<file path="src/hdl/gpe_pkg.sv">
// ----------------------------------------------------------------------------
// gpe_pkg: shared definitions for the gradient palette entry block
// Register indexes, field widths and default limits.
// ----------------------------------------------------------------------------
`default_nettype none

package gpe_pkg;

    // default limits for the top level parameters
    localparam int MAX_STOPS_DEF = 8;
    localparam int MAX_STEPS_DEF = 4096;

    // fixed field widths
    localparam int IDX_W   = 12;
    localparam int CNT_W   = 4;
    localparam int STEPS_W = 13;
    localparam int PAIR_W  = 48;
    localparam int STOP_W  = 24;
    localparam int CH_W    = 8;
    localparam int NUM_CH  = 3;
    localparam int ARGB_W  = 32;
    localparam int CFG_IDX_W = 3;

    localparam logic [CH_W-1:0] ALPHA = 8'hFF;

    // configuration register indexes
    typedef enum logic [CFG_IDX_W-1:0] {
        REG_STOP_COUNT = 3'd0,
        REG_STEP_COUNT = 3'd1,
        REG_PAIR_0     = 3'd2,
        REG_PAIR_1     = 3'd3,
        REG_PAIR_2     = 3'd4,
        REG_PAIR_3     = 3'd5
    } cfg_reg_t;

    localparam logic [CNT_W-1:0]   STOP_COUNT_RST = 4'd8;
    localparam logic [STEPS_W-1:0] STEP_COUNT_RST = 13'd256;

endpackage

`default_nettype wire

</file>
<file path="src/hdl/gpe_cell.sv">
// ----------------------------------------------------------------------------
// gpe_cell: one restoring division cell
// Resolves one quotient bit for each lane and hands the partial result on.
// ----------------------------------------------------------------------------
`default_nettype none

module gpe_cell #(
    parameter int LANES = 1,
    parameter int NW    = 15,
    parameter int DW    = 12,
    parameter int QW    = 3,
    parameter int BIT   = 0,
    parameter int SW    = 3
) (
    input  wire logic                      clk,
    input  wire logic                      rst_n,
    input  wire logic                      in_valid,
    input  wire logic [LANES-1:0][NW-1:0]  in_rem,
    input  wire logic [LANES-1:0][QW-1:0]  in_quot,
    input  wire logic [DW-1:0]             in_div,
    input  wire logic [SW-1:0]             in_side,
    output logic                           out_valid,
    output logic [LANES-1:0][NW-1:0]       out_rem,
    output logic [LANES-1:0][QW-1:0]       out_quot,
    output logic [DW-1:0]                  out_div,
    output logic [SW-1:0]                  out_side
);

    localparam int CW = NW + DW + QW;

    logic                      valid_reg;
    logic [LANES-1:0][NW-1:0]  rem_reg,  rem_next;
    logic [LANES-1:0][QW-1:0]  quot_reg, quot_next;
    logic [DW-1:0]             div_reg;
    logic [SW-1:0]             side_reg;
    logic [CW-1:0]             trial;

    // trial subtract of the shifted divisor in every lane
    always_comb
    begin
        trial = CW'(in_div) << BIT;
        for (int l = 0; l < LANES; l++)
        begin
            if (CW'(in_rem[l]) >= trial)
            begin
                rem_next[l]  = NW'(CW'(in_rem[l]) - trial);
                quot_next[l] = in_quot[l] | (QW'(1) << BIT);
            end
            else
            begin
                rem_next[l]  = in_rem[l];
                quot_next[l] = in_quot[l];
            end
        end
    end

    // advance the valid flag
    always_ff @(posedge clk or negedge rst_n)
    begin
        if (!rst_n)
            valid_reg <= 1'b0;
        else
            valid_reg <= in_valid;
    end

    // hold the partial result for the next cell
    always_ff @(posedge clk)
    begin
        rem_reg  <= rem_next;
        quot_reg <= quot_next;
        div_reg  <= in_div;
        side_reg <= in_side;
    end

    assign out_valid = valid_reg;
    assign out_rem   = rem_reg;
    assign out_quot  = quot_reg;
    assign out_div   = div_reg;
    assign out_side  = side_reg;

    // remainder stays below the divisor at this bit weight
    for (genvar l = 0; l < LANES; l++)
    begin : g_chk
        a_rem_bound: assert property (@(posedge clk) disable iff (!rst_n)
            valid_reg |-> (CW'(rem_reg[l]) < (CW'(div_reg) << BIT)))
            else $error("division remainder out of bound");
    end

endmodule

`default_nettype wire

</file>
<file path="src/hdl/gpe_mix.sv">
// ----------------------------------------------------------------------------
// gpe_mix: stop selection and weighted sum
// Picks the two stops around the position and forms the rounding numerators.
// ----------------------------------------------------------------------------
`default_nettype none

module gpe_mix #(
    parameter int QW  = 3,
    parameter int DW  = 12,
    parameter int NW1 = 15
) (
    input  wire logic                                  clk,
    input  wire logic                                  rst_n,
    input  wire logic                                  in_valid,
    input  wire logic [QW-1:0]                         in_quot,
    input  wire logic [NW1-1:0]                        in_rem,
    input  wire logic [DW-1:0]                         in_div,
    input  wire logic [QW-1:0]                         in_smax,
    input  wire logic [(2**QW)-1:0][gpe_pkg::STOP_W-1:0] stops,
    output logic                                       out_valid,
    output logic [gpe_pkg::NUM_CH-1:0][DW+8:0]         out_num,
    output logic [DW:0]                                out_div2
);

    import gpe_pkg::*;

    localparam int SW = DW + 8;

    logic                         valid_reg;
    logic [NUM_CH-1:0][DW+8:0]    num_reg, num_next;
    logic [DW:0]                  div2_reg;
    logic [QW-1:0]                k2;
    logic [DW-1:0]                r;
    logic [DW-1:0]                w1;
    logic [STOP_W-1:0]            s1, s2;
    logic [SW-1:0]                sum;

    // select neighbor stops and blend each channel
    always_comb
    begin
        r  = DW'(in_rem);
        w1 = in_div - r;
        k2 = (in_quot == in_smax) ? in_smax : in_quot + QW'(1);
        s1 = stops[in_quot];
        s2 = stops[k2];
        sum = '0;
        for (int c = 0; c < NUM_CH; c++)
        begin
            sum = SW'(w1) * SW'(s1[c*CH_W +: CH_W]) + SW'(r) * SW'(s2[c*CH_W +: CH_W]);
            num_next[c] = {sum, 1'b0} + (DW+9)'(in_div);
        end
    end

    // advance the valid flag
    always_ff @(posedge clk or negedge rst_n)
    begin
        if (!rst_n)
            valid_reg <= 1'b0;
        else
            valid_reg <= in_valid;
    end

    // hold numerators and doubled divisor
    always_ff @(posedge clk)
    begin
        num_reg  <= num_next;
        div2_reg <= {in_div, 1'b0};
    end

    assign out_valid = valid_reg;
    assign out_num   = num_reg;
    assign out_div2  = div2_reg;

endmodule

`default_nettype wire

</file>
<file path="src/hdl/gradient_palette_entry.sv">
// ----------------------------------------------------------------------------
// gradient_palette_entry: one entry of a multi-stop linear color gradient
// Front stage, stop-position divider cells, blend stage, channel divider cells.
// ----------------------------------------------------------------------------
// Throughput: one request per cycle; busy stays low, the cell chain is fully
// pipelined with one quotient bit resolved per cell.
// Results appear on done for one cycle; the receiver cannot stall.
// Reset clears all valid flags and loads the register reset values.
// ----------------------------------------------------------------------------
`default_nettype none

module gradient_palette_entry #(
    parameter int MAX_STOPS = gpe_pkg::MAX_STOPS_DEF,
    parameter int MAX_STEPS = gpe_pkg::MAX_STEPS_DEF
) (
    input  wire logic                            clk,
    input  wire logic                            rst_n,
    input  wire logic                            start,
    output logic                                 busy,
    input  wire logic [gpe_pkg::IDX_W-1:0]       step_index,
    output logic                                 done,
    output logic [gpe_pkg::ARGB_W-1:0]           colour_argb,
    input  wire logic                            cfg_valid,
    output logic                                 cfg_ready,
    input  wire logic [gpe_pkg::CFG_IDX_W-1:0]   cfg_index,
    input  wire logic [gpe_pkg::PAIR_W-1:0]      cfg_data
);

    import gpe_pkg::*;

    localparam int QW   = $clog2(MAX_STOPS);
    localparam int DW   = $clog2(MAX_STEPS);
    localparam int NW1  = IDX_W + QW;
    localparam int NW2  = DW + 9;
    localparam int NSTOP = 2 ** QW;
    localparam int LAT  = QW + 10;

    // configuration registers
    logic [CNT_W-1:0]     stop_count_reg;
    logic [STEPS_W-1:0]   step_count_reg;
    logic [3:0][PAIR_W-1:0] pair_reg;

    assign cfg_ready = 1'b1;
    assign busy      = 1'b0;

    // take configuration writes
    always_ff @(posedge clk or negedge rst_n)
    begin
        if (!rst_n)
        begin
            stop_count_reg <= STOP_COUNT_RST;
            step_count_reg <= STEP_COUNT_RST;
            pair_reg       <= '0;
        end
        else if (cfg_valid && cfg_ready)
        begin
            case (cfg_reg_t'(cfg_index))
                REG_STOP_COUNT: stop_count_reg <= cfg_data[CNT_W-1:0];
                REG_STEP_COUNT: step_count_reg <= cfg_data[STEPS_W-1:0];
                REG_PAIR_0:     pair_reg[0]    <= cfg_data;
                REG_PAIR_1:     pair_reg[1]    <= cfg_data;
                REG_PAIR_2:     pair_reg[2]    <= cfg_data;
                REG_PAIR_3:     pair_reg[3]    <= cfg_data;
                default:        ;
            endcase
        end
    end

    // unpack stops
    logic [NSTOP-1:0][STOP_W-1:0] stops;
    always_comb
    begin
        for (int k = 0; k < NSTOP; k++)
            stops[k] = pair_reg[k >> 1][(k & 1) * STOP_W +: STOP_W];
    end

    // front stage: clamp and scale the index
    logic            front_valid_reg;
    logic [NW1-1:0]  front_num_reg, front_num_next;
    logic [DW-1:0]   front_d_reg, front_d_next;
    logic [QW-1:0]   front_smax_reg, front_smax_next;
    logic [IDX_W-1:0] idx;
    int              sc, st;

    always_comb
    begin
        sc = int'(stop_count_reg);
        if (sc < 1)
            sc = 1;
        if (sc > MAX_STOPS)
            sc = MAX_STOPS;
        st = int'(step_count_reg);
        if (st < 2)
            st = 2;
        if (st > MAX_STEPS)
            st = MAX_STEPS;
        front_smax_next = QW'(sc - 1);
        front_d_next    = DW'(st - 1);
        if (int'(step_index) > st - 1)
            idx = IDX_W'(st - 1);
        else
            idx = step_index;
        front_num_next = NW1'(idx) * NW1'(front_smax_next);
    end

    always_ff @(posedge clk or negedge rst_n)
    begin
        if (!rst_n)
            front_valid_reg <= 1'b0;
        else
            front_valid_reg <= start && !busy;
    end

    always_ff @(posedge clk)
    begin
        front_num_reg  <= front_num_next;
        front_d_reg    <= front_d_next;
        front_smax_reg <= front_smax_next;
    end

    // stop position divider chain
    logic [QW:0]                d1_valid;
    logic [QW:0][NW1-1:0]       d1_rem;
    logic [QW:0][QW-1:0]        d1_quot;
    logic [QW:0][DW-1:0]        d1_div;
    logic [QW:0][QW-1:0]        d1_side;

    assign d1_valid[0] = front_valid_reg;
    assign d1_rem[0]   = front_num_reg;
    assign d1_quot[0]  = '0;
    assign d1_div[0]   = front_d_reg;
    assign d1_side[0]  = front_smax_reg;

    for (genvar i = 0; i < QW; i++)
    begin : g_pos
        gpe_cell #(
            .LANES(1), .NW(NW1), .DW(DW), .QW(QW), .BIT(QW - 1 - i), .SW(QW)
        ) u_cell (
            .clk      (clk),
            .rst_n    (rst_n),
            .in_valid (d1_valid[i]),
            .in_rem   (d1_rem[i]),
            .in_quot  (d1_quot[i]),
            .in_div   (d1_div[i]),
            .in_side  (d1_side[i]),
            .out_valid(d1_valid[i+1]),
            .out_rem  (d1_rem[i+1]),
            .out_quot (d1_quot[i+1]),
            .out_div  (d1_div[i+1]),
            .out_side (d1_side[i+1])
        );
    end

    // blend stage
    logic                           mix_valid;
    logic [NUM_CH-1:0][NW2-1:0]     mix_num;
    logic [DW:0]                    mix_div2;

    gpe_mix #(.QW(QW), .DW(DW), .NW1(NW1)) u_mix (
        .clk      (clk),
        .rst_n    (rst_n),
        .in_valid (d1_valid[QW]),
        .in_quot  (d1_quot[QW]),
        .in_rem   (d1_rem[QW]),
        .in_div   (d1_div[QW]),
        .in_smax  (d1_side[QW]),
        .stops    (stops),
        .out_valid(mix_valid),
        .out_num  (mix_num),
        .out_div2 (mix_div2)
    );

    // channel divider chain, alpha rides along
    logic [CH_W:0]                          d2_valid;
    logic [CH_W:0][NUM_CH-1:0][NW2-1:0]     d2_rem;
    logic [CH_W:0][NUM_CH-1:0][CH_W-1:0]    d2_quot;
    logic [CH_W:0][DW:0]                    d2_div;
    logic [CH_W:0][CH_W-1:0]                d2_side;

    assign d2_valid[0] = mix_valid;
    assign d2_rem[0]   = mix_num;
    assign d2_quot[0]  = '0;
    assign d2_div[0]   = mix_div2;
    assign d2_side[0]  = ALPHA;

    for (genvar i = 0; i < CH_W; i++)
    begin : g_chan
        gpe_cell #(
            .LANES(NUM_CH), .NW(NW2), .DW(DW + 1), .QW(CH_W), .BIT(CH_W - 1 - i),
            .SW(CH_W)
        ) u_cell (
            .clk      (clk),
            .rst_n    (rst_n),
            .in_valid (d2_valid[i]),
            .in_rem   (d2_rem[i]),
            .in_quot  (d2_quot[i]),
            .in_div   (d2_div[i]),
            .in_side  (d2_side[i]),
            .out_valid(d2_valid[i+1]),
            .out_rem  (d2_rem[i+1]),
            .out_quot (d2_quot[i+1]),
            .out_div  (d2_div[i+1]),
            .out_side (d2_side[i+1])
        );
    end

    // drive the result
    assign done        = d2_valid[CH_W];
    assign colour_argb = {d2_side[CH_W], d2_quot[CH_W][2], d2_quot[CH_W][1],
                          d2_quot[CH_W][0]};

    a_latency: assert property (@(posedge clk) disable iff (!rst_n)
        (start && !busy) |=> ##(LAT - 1) done)
        else $error("result missing after pipeline latency");

    a_alpha: assert property (@(posedge clk) disable iff (!rst_n)
        done |-> (colour_argb[31:24] == ALPHA))
        else $error("alpha lost in channel chain");

    a_final_rem: assert property (@(posedge clk) disable iff (!rst_n)
        done |-> ((d2_rem[CH_W][0] < NW2'(d2_div[CH_W])) &&
                  (d2_rem[CH_W][1] < NW2'(d2_div[CH_W])) &&
                  (d2_rem[CH_W][2] < NW2'(d2_div[CH_W]))))
        else $error("channel remainder not reduced");

endmodule

`default_nettype wire

</file>
<file path="config.mk">
export PLATFORM = sky130hd
export DESIGN_NAME = gradient_palette_entry
export DESIGN_NICKNAME = d
export VERILOG_FILES = /design/src/hdl/gpe_pkg.sv /design/src/hdl/gpe_cell.sv /design/src/hdl/gpe_mix.sv /design/src/hdl/gradient_palette_entry.sv
export SDC_FILE = /design/constraint.sdc
export NUM_CORES = 2
export LEC_CHECK = 0
export BUFFER_PORTS_ARGS = -buffer_cell sky130_fd_sc_hd__buf_2
export CAP_MARGIN = 30
export CORE_MARGIN = 10
export CORE_UTILIZATION = 55
export DETAILED_ROUTE_END_ITERATION = 16
export HOLD_SLACK_MARGIN = 0.06
export PLACE_DENSITY = 0.69
export SLEW_MARGIN = 40
export SYNTH_ARGS = -nofsm -noshare
export SYNTH_HDL_FRONTEND = slang
export SYNTH_HIERARCHICAL = 1
export SYNTH_SLANG_ARGS = --single-unit
export TNS_END_PERCENT = 5
</file>
<file path="constraint.sdc">
create_clock -name clk -period 15.16 [get_ports clk]
set_input_delay 1.516 -clock clk [delete_from_list [all_inputs] [get_ports clk]]
set_output_delay 1.516 -clock clk [all_outputs]
set_load 0.02 [all_outputs]
</file>
## After elaboration in Yosys (flattened, before gate mapping)

Cells that the tools add are included.
Widths: inputs -> output; s select.

| storage, ports and cells | value |
|---|---|
| register bits after elaboration | 1140 |
| output and inout port bits | 35 |

| cells by class | value |
|---|---|
| equal/unequal tests | 6 |
| multiply operators | 7 |
| multiplexer cells | 38 |
| $add $sub $neg | 34 |
| $lt $le $gt $ge | 34 |
| reduce and logical (&&, ||, !) cells | 7 |

Operator list:

| operator | number |
|---|---|
| $mux 21 | 21 |
| $bmux 24 s3 | 2 |
| $mul 12x8->20 | 6 |
| $add 21x12->21 | 3 |
| $ge 21x13->1 | 3 |
| $ge 21x14->1 | 3 |
| $ge 21x15->1 | 3 |
| $ge 21x16->1 | 3 |
| $ge 21x17->1 | 3 |
| $ge 21x18->1 | 3 |
| $ge 21x19->1 | 3 |
| $ge 21x20->1 | 3 |
| $sub 21x14->21 | 3 |
| $sub 21x15->21 | 3 |
| $sub 21x16->21 | 3 |
| $sub 21x17->21 | 3 |
| $sub 21x18->21 | 3 |
| $sub 21x19->21 | 3 |
| $sub 21x20->21 | 3 |
| $add 20x20->20 | 3 |
| $mux 24 | 2 |
| $gt 13x32->1 | 1 |
| $gt 32x14->1 const B | 1 |
| $mux 32 | 1 |
| 26 further kinds | 41 |

## Longest topological paths before layout

| depth | value |
|---|---|
| depth after elaboration | 8 |
| gate-level depth with buffers | 38 |

## Cells and area by module

Netlist, hierarchy kept.

Modules (own cells, without submodules):

| module | cells each | area an instance (µm²) | instances |
|---|---|---|---|
| gpe_mix | 2802 | 25839.8 | 1 |
| gradient_palette_entry | 740 | 10308.6 | 1 |
| gpe_cell at g_chan[7].u_cell | 544 | 5122.4 | 1 |
| gpe_cell at g_chan[3].u_cell | 518 | 5102.4 | 1 |
| gpe_cell at g_chan[6].u_cell | 538 | 5077.4 | 1 |
| gpe_cell at g_chan[4].u_cell | 507 | 5048.6 | 1 |
| gpe_cell at g_chan[5].u_cell | 510 | 4957.3 | 1 |
| gpe_cell at g_chan[2].u_cell | 509 | 4860.9 | 1 |
| gpe_cell at g_chan[1].u_cell | 468 | 4729.5 | 1 |
| gpe_cell at g_chan[0].u_cell | 445 | 4548.1 | 1 |
| gpe_cell at g_pos[2].u_cell | 155 | 1611.5 | 1 |
| gpe_cell at g_pos[0].u_cell | 145 | 1545.2 | 1 |
| gpe_cell at g_pos[1].u_cell | 156 | 1544.0 | 1 |

## Least setup slack after synthesis

No wires, ideal clock.

| timing | value |
|---|---|
| path kind | register -> register |
| start point | register g_pos[2].u_cell.rem_reg, in the netlist g_pos[2].u_cell/out_rem[1] |
| end point | register u_mix.num_reg, in the netlist u_mix/out_num[62] |
| arrival time | 8347 ps |
| stages on the path, launching flop included | 32 |
| clock period less this slack | 8476 ps |
| library setup time | 129 ps |
| setup slack | 6684 ps |
| cell sequence | dfxtp_1 -> inv_1 -> clkbuf_1 -> fa_1 -> a21o_1 -> a21oi_1 -> o21ai_0 -> a21oi_1 -> o21bai_1 -> a21oi_1 -> nand3b_1 -> nand3_2 -> buf_2 -> nand2_1 -> fa_1 -> fa_1 -> inv_1 -> fa_1 -> fa_1 -> fa_1 -> inv_1 -> fa_1 -> inv_1 -> ha_1 -> a22o_1 -> or3_1 -> o311ai_4 -> o21ai_1 -> a211o_1 -> nor4_4 -> nand3b_1 -> xnor3_1 |

RTL lines:

| what | RTL line | text |
|---|---|---|
| start, declared | gpe_cell.sv:32 | `logic [LANES-1:0][NW-1:0] rem_reg, rem_next;` |
| start signal, assigned | gpe_cell.sv:69 | `rem_reg <= rem_next;` |
| end signal, assigned | gpe_mix.sv:66 | `num_reg <= num_next;` |
| end, declared | gpe_mix.sv:30 | `logic [NUM_CH-1:0][DW+8:0] num_reg, num_next;` |

==> impl_metrics.json <==
{
  "grt_max_degree": 83,
  "grt_pass1_wl_microns": 320100,
  "route.final.wire_length_microns": 203900,
  "clock_path_buffers": 3,
  "largest_reg_flops": 441,
  "ys_warn_count": 6,
  "worstHoldPathType": "reg -> reg",
  "root_buffer": "clkbuf_16",
  "htreeDepth": 4,
  "max-slew-margin-rel_pct": 40.89,
  "start_util_pct": 55.21,
  "io_pins": 102,
  "min_period_ns": 10.14,
  "clock_latency_ns": 0.79,
  "vias": 55550,
  "dieArea_sq_mm": 0.1549,
  "rsz0062_at_grt": "false",
  "cts.sinks": 1208,
  "n_fill_cell": 11690,
  "fin_tns_setup_ns": 0,
  "max_freq_mhz": 98.59,
  "die_h_microns": 393.6,
  "drive_above_1_share_pct": 12.51,
  "worst_pin_slew_ns": 0.8620,
  "report.final.hold_viol_count": 0,
  "slowest_stage": "dfxtp_1",
  "finClkSkew_ns": 0.04072,
  "cp.required_ns": 15.83,
  "routedWlPerCell_microns": 20.97,
  "drc": 0,
  "cts_tree": "yes",
  "reg2reg_slack_ns": 5.02,
  "antenna_found_initial": 7,
  "setup_viol": 0,
  "cap_violations": 0,
  "numPortBuffers": 99,
  "cp_num_buf_inv": 4,
  "dr.pass1.iters": 8,
  "post-dp-hpwl_microns": 158900,
  "synth_area_sq_mm": 0.07675,
  "cts_buffers": 132,
  "path_common_cell": "fa_1",
  "worst_setup_path_start_kind": "flip-flop",
  "overflow": 0,
  "nets": 8926,
  "syn_area_per_cell_sq_um": 10.03,
  "path_class": "reg -> reg",
  "fin_crit_sh_pct": 66.90,
  "cp-end-kind": "flip-flop",
  "cpPeakStageDelay_ns": 0.67,
  "coreArea_sq_mm": 0.1390,
  "avgViaCountPerCell": 5.715,
  "drtIter0Drc": 4027,
  "holdBufCountCts": 0,
  "arrival_ns": 10.82,
  "grt_pass1_vias": 56820,
  "gp_congestion": 0.9654,
  "fp.dieW_microns": 393.6,
  "path_clk_slew_ns": 0.07,
  "antenna_left": 0,
  "cts_resized": 0,
  "maxSlewViolCount": 0,
  "areaGrowthSynthToFinish_pct": 9.292,
  "syn_inst": 7653,
  "path_max_fanout": 18,
  "rows": 137,
  "status": "finished, final reports clean",
  "post_cts_buffers": 0,
  "critPathTopFamily": "adder cells",
  "grt_use_total_pct": 25.92
}
worst reg2reg max path, delay by kind of cell (launching register included):
| kind | cells | cell delay (ns) |
|---|---|---|
| AOI/OAI and AO/OA | 9 | 2.57 |
| xor gates and xnor gates | 1 | 0.15 |
| adders and majority gates | 8 | 3.94 |
| buffers and inverters | 4 | 0.61 |
| DFF | 1 | 0.67 |
| and+or+nand+nor | 7 | 2.10 |
path summary, 6_finish.rpt:
kind	cells after the start	startpoint	endpoint
hold reg to reg	0	g_chan[5].u_cell/out_side[2]	g_chan[6].u_cell/out_side[2]
setup reg to reg	29	g_pos[2].u_cell/out_rem[1]	u_mix/out_num[20]
hold / removal	0	g_chan[5].u_cell/out_side[2]	g_chan[6].u_cell/out_side[2]
min in group asynchronous	1	rst_n	pair_reg[164]
max in group asynchronous	3	rst_n	pair_reg[108]
setup / recovery	29	g_pos[2].u_cell/out_rem[1]	u_mix/out_num[20]
layout make-up:
cell class	count	area [sq um]	share of cell area, %
diodes	1	2.502	0.002983
clock buffers	175	3756	4.478
clock inverters	61	897.1	1.069
inverters	850	3191	3.804
multi-input cells	5384	47360	56.46
flip-flops and latches	1208	25300	30.16
well taps	1876	2347	2.798
repair buffers	165	1027	1.225
routing by layer:
metal  wire length, microns  part of all wire (%)  GRT usage (%)
met3                  11230                   5.5          4.430
met4                  11210                   5.5          12.67
met5                     46                 0.023              0
met2                  96870                    48          43.64
met1                  84500                    41          32.15
stage by stage:
stage          hold slack (ns)  area [sq um]  utilization (%)  setup slack, ns  cells
6_report                0.2866         83880            60.34            5.017   9720
5_1_grt                 0.2986         83880            60.34            4.467   9719
4_1_cts                 0.2853         83860            60.32            5.100   9719
3_5_place_dp            0.3121         79200            56.97            5.143   9483
3_3_place_gp            0.3095         79040            56.85            5.248   9478
2_1_floorplan           0.3096         76880                -            6.684   7688
cell usage in the layout (no fill, tap or decap), types with 104 or more instances in the layout:
cell type    n
a21o_1     104
a21oi_1    424
clkbuf_16  133
dfrtp_1    220
dfxtp_1    983
fa_1       495
ha_1       623
inv_1      850
mux2_2     304
nand2_1    496
nand2b_1   125
nor2_1     610
o21ai_0    219
xnor2_1    238
xor2_1     156
Power is left out: the tool's default activity adds up to more than one toggle a clock period on the data nets, which glitch-free logic cannot reach.
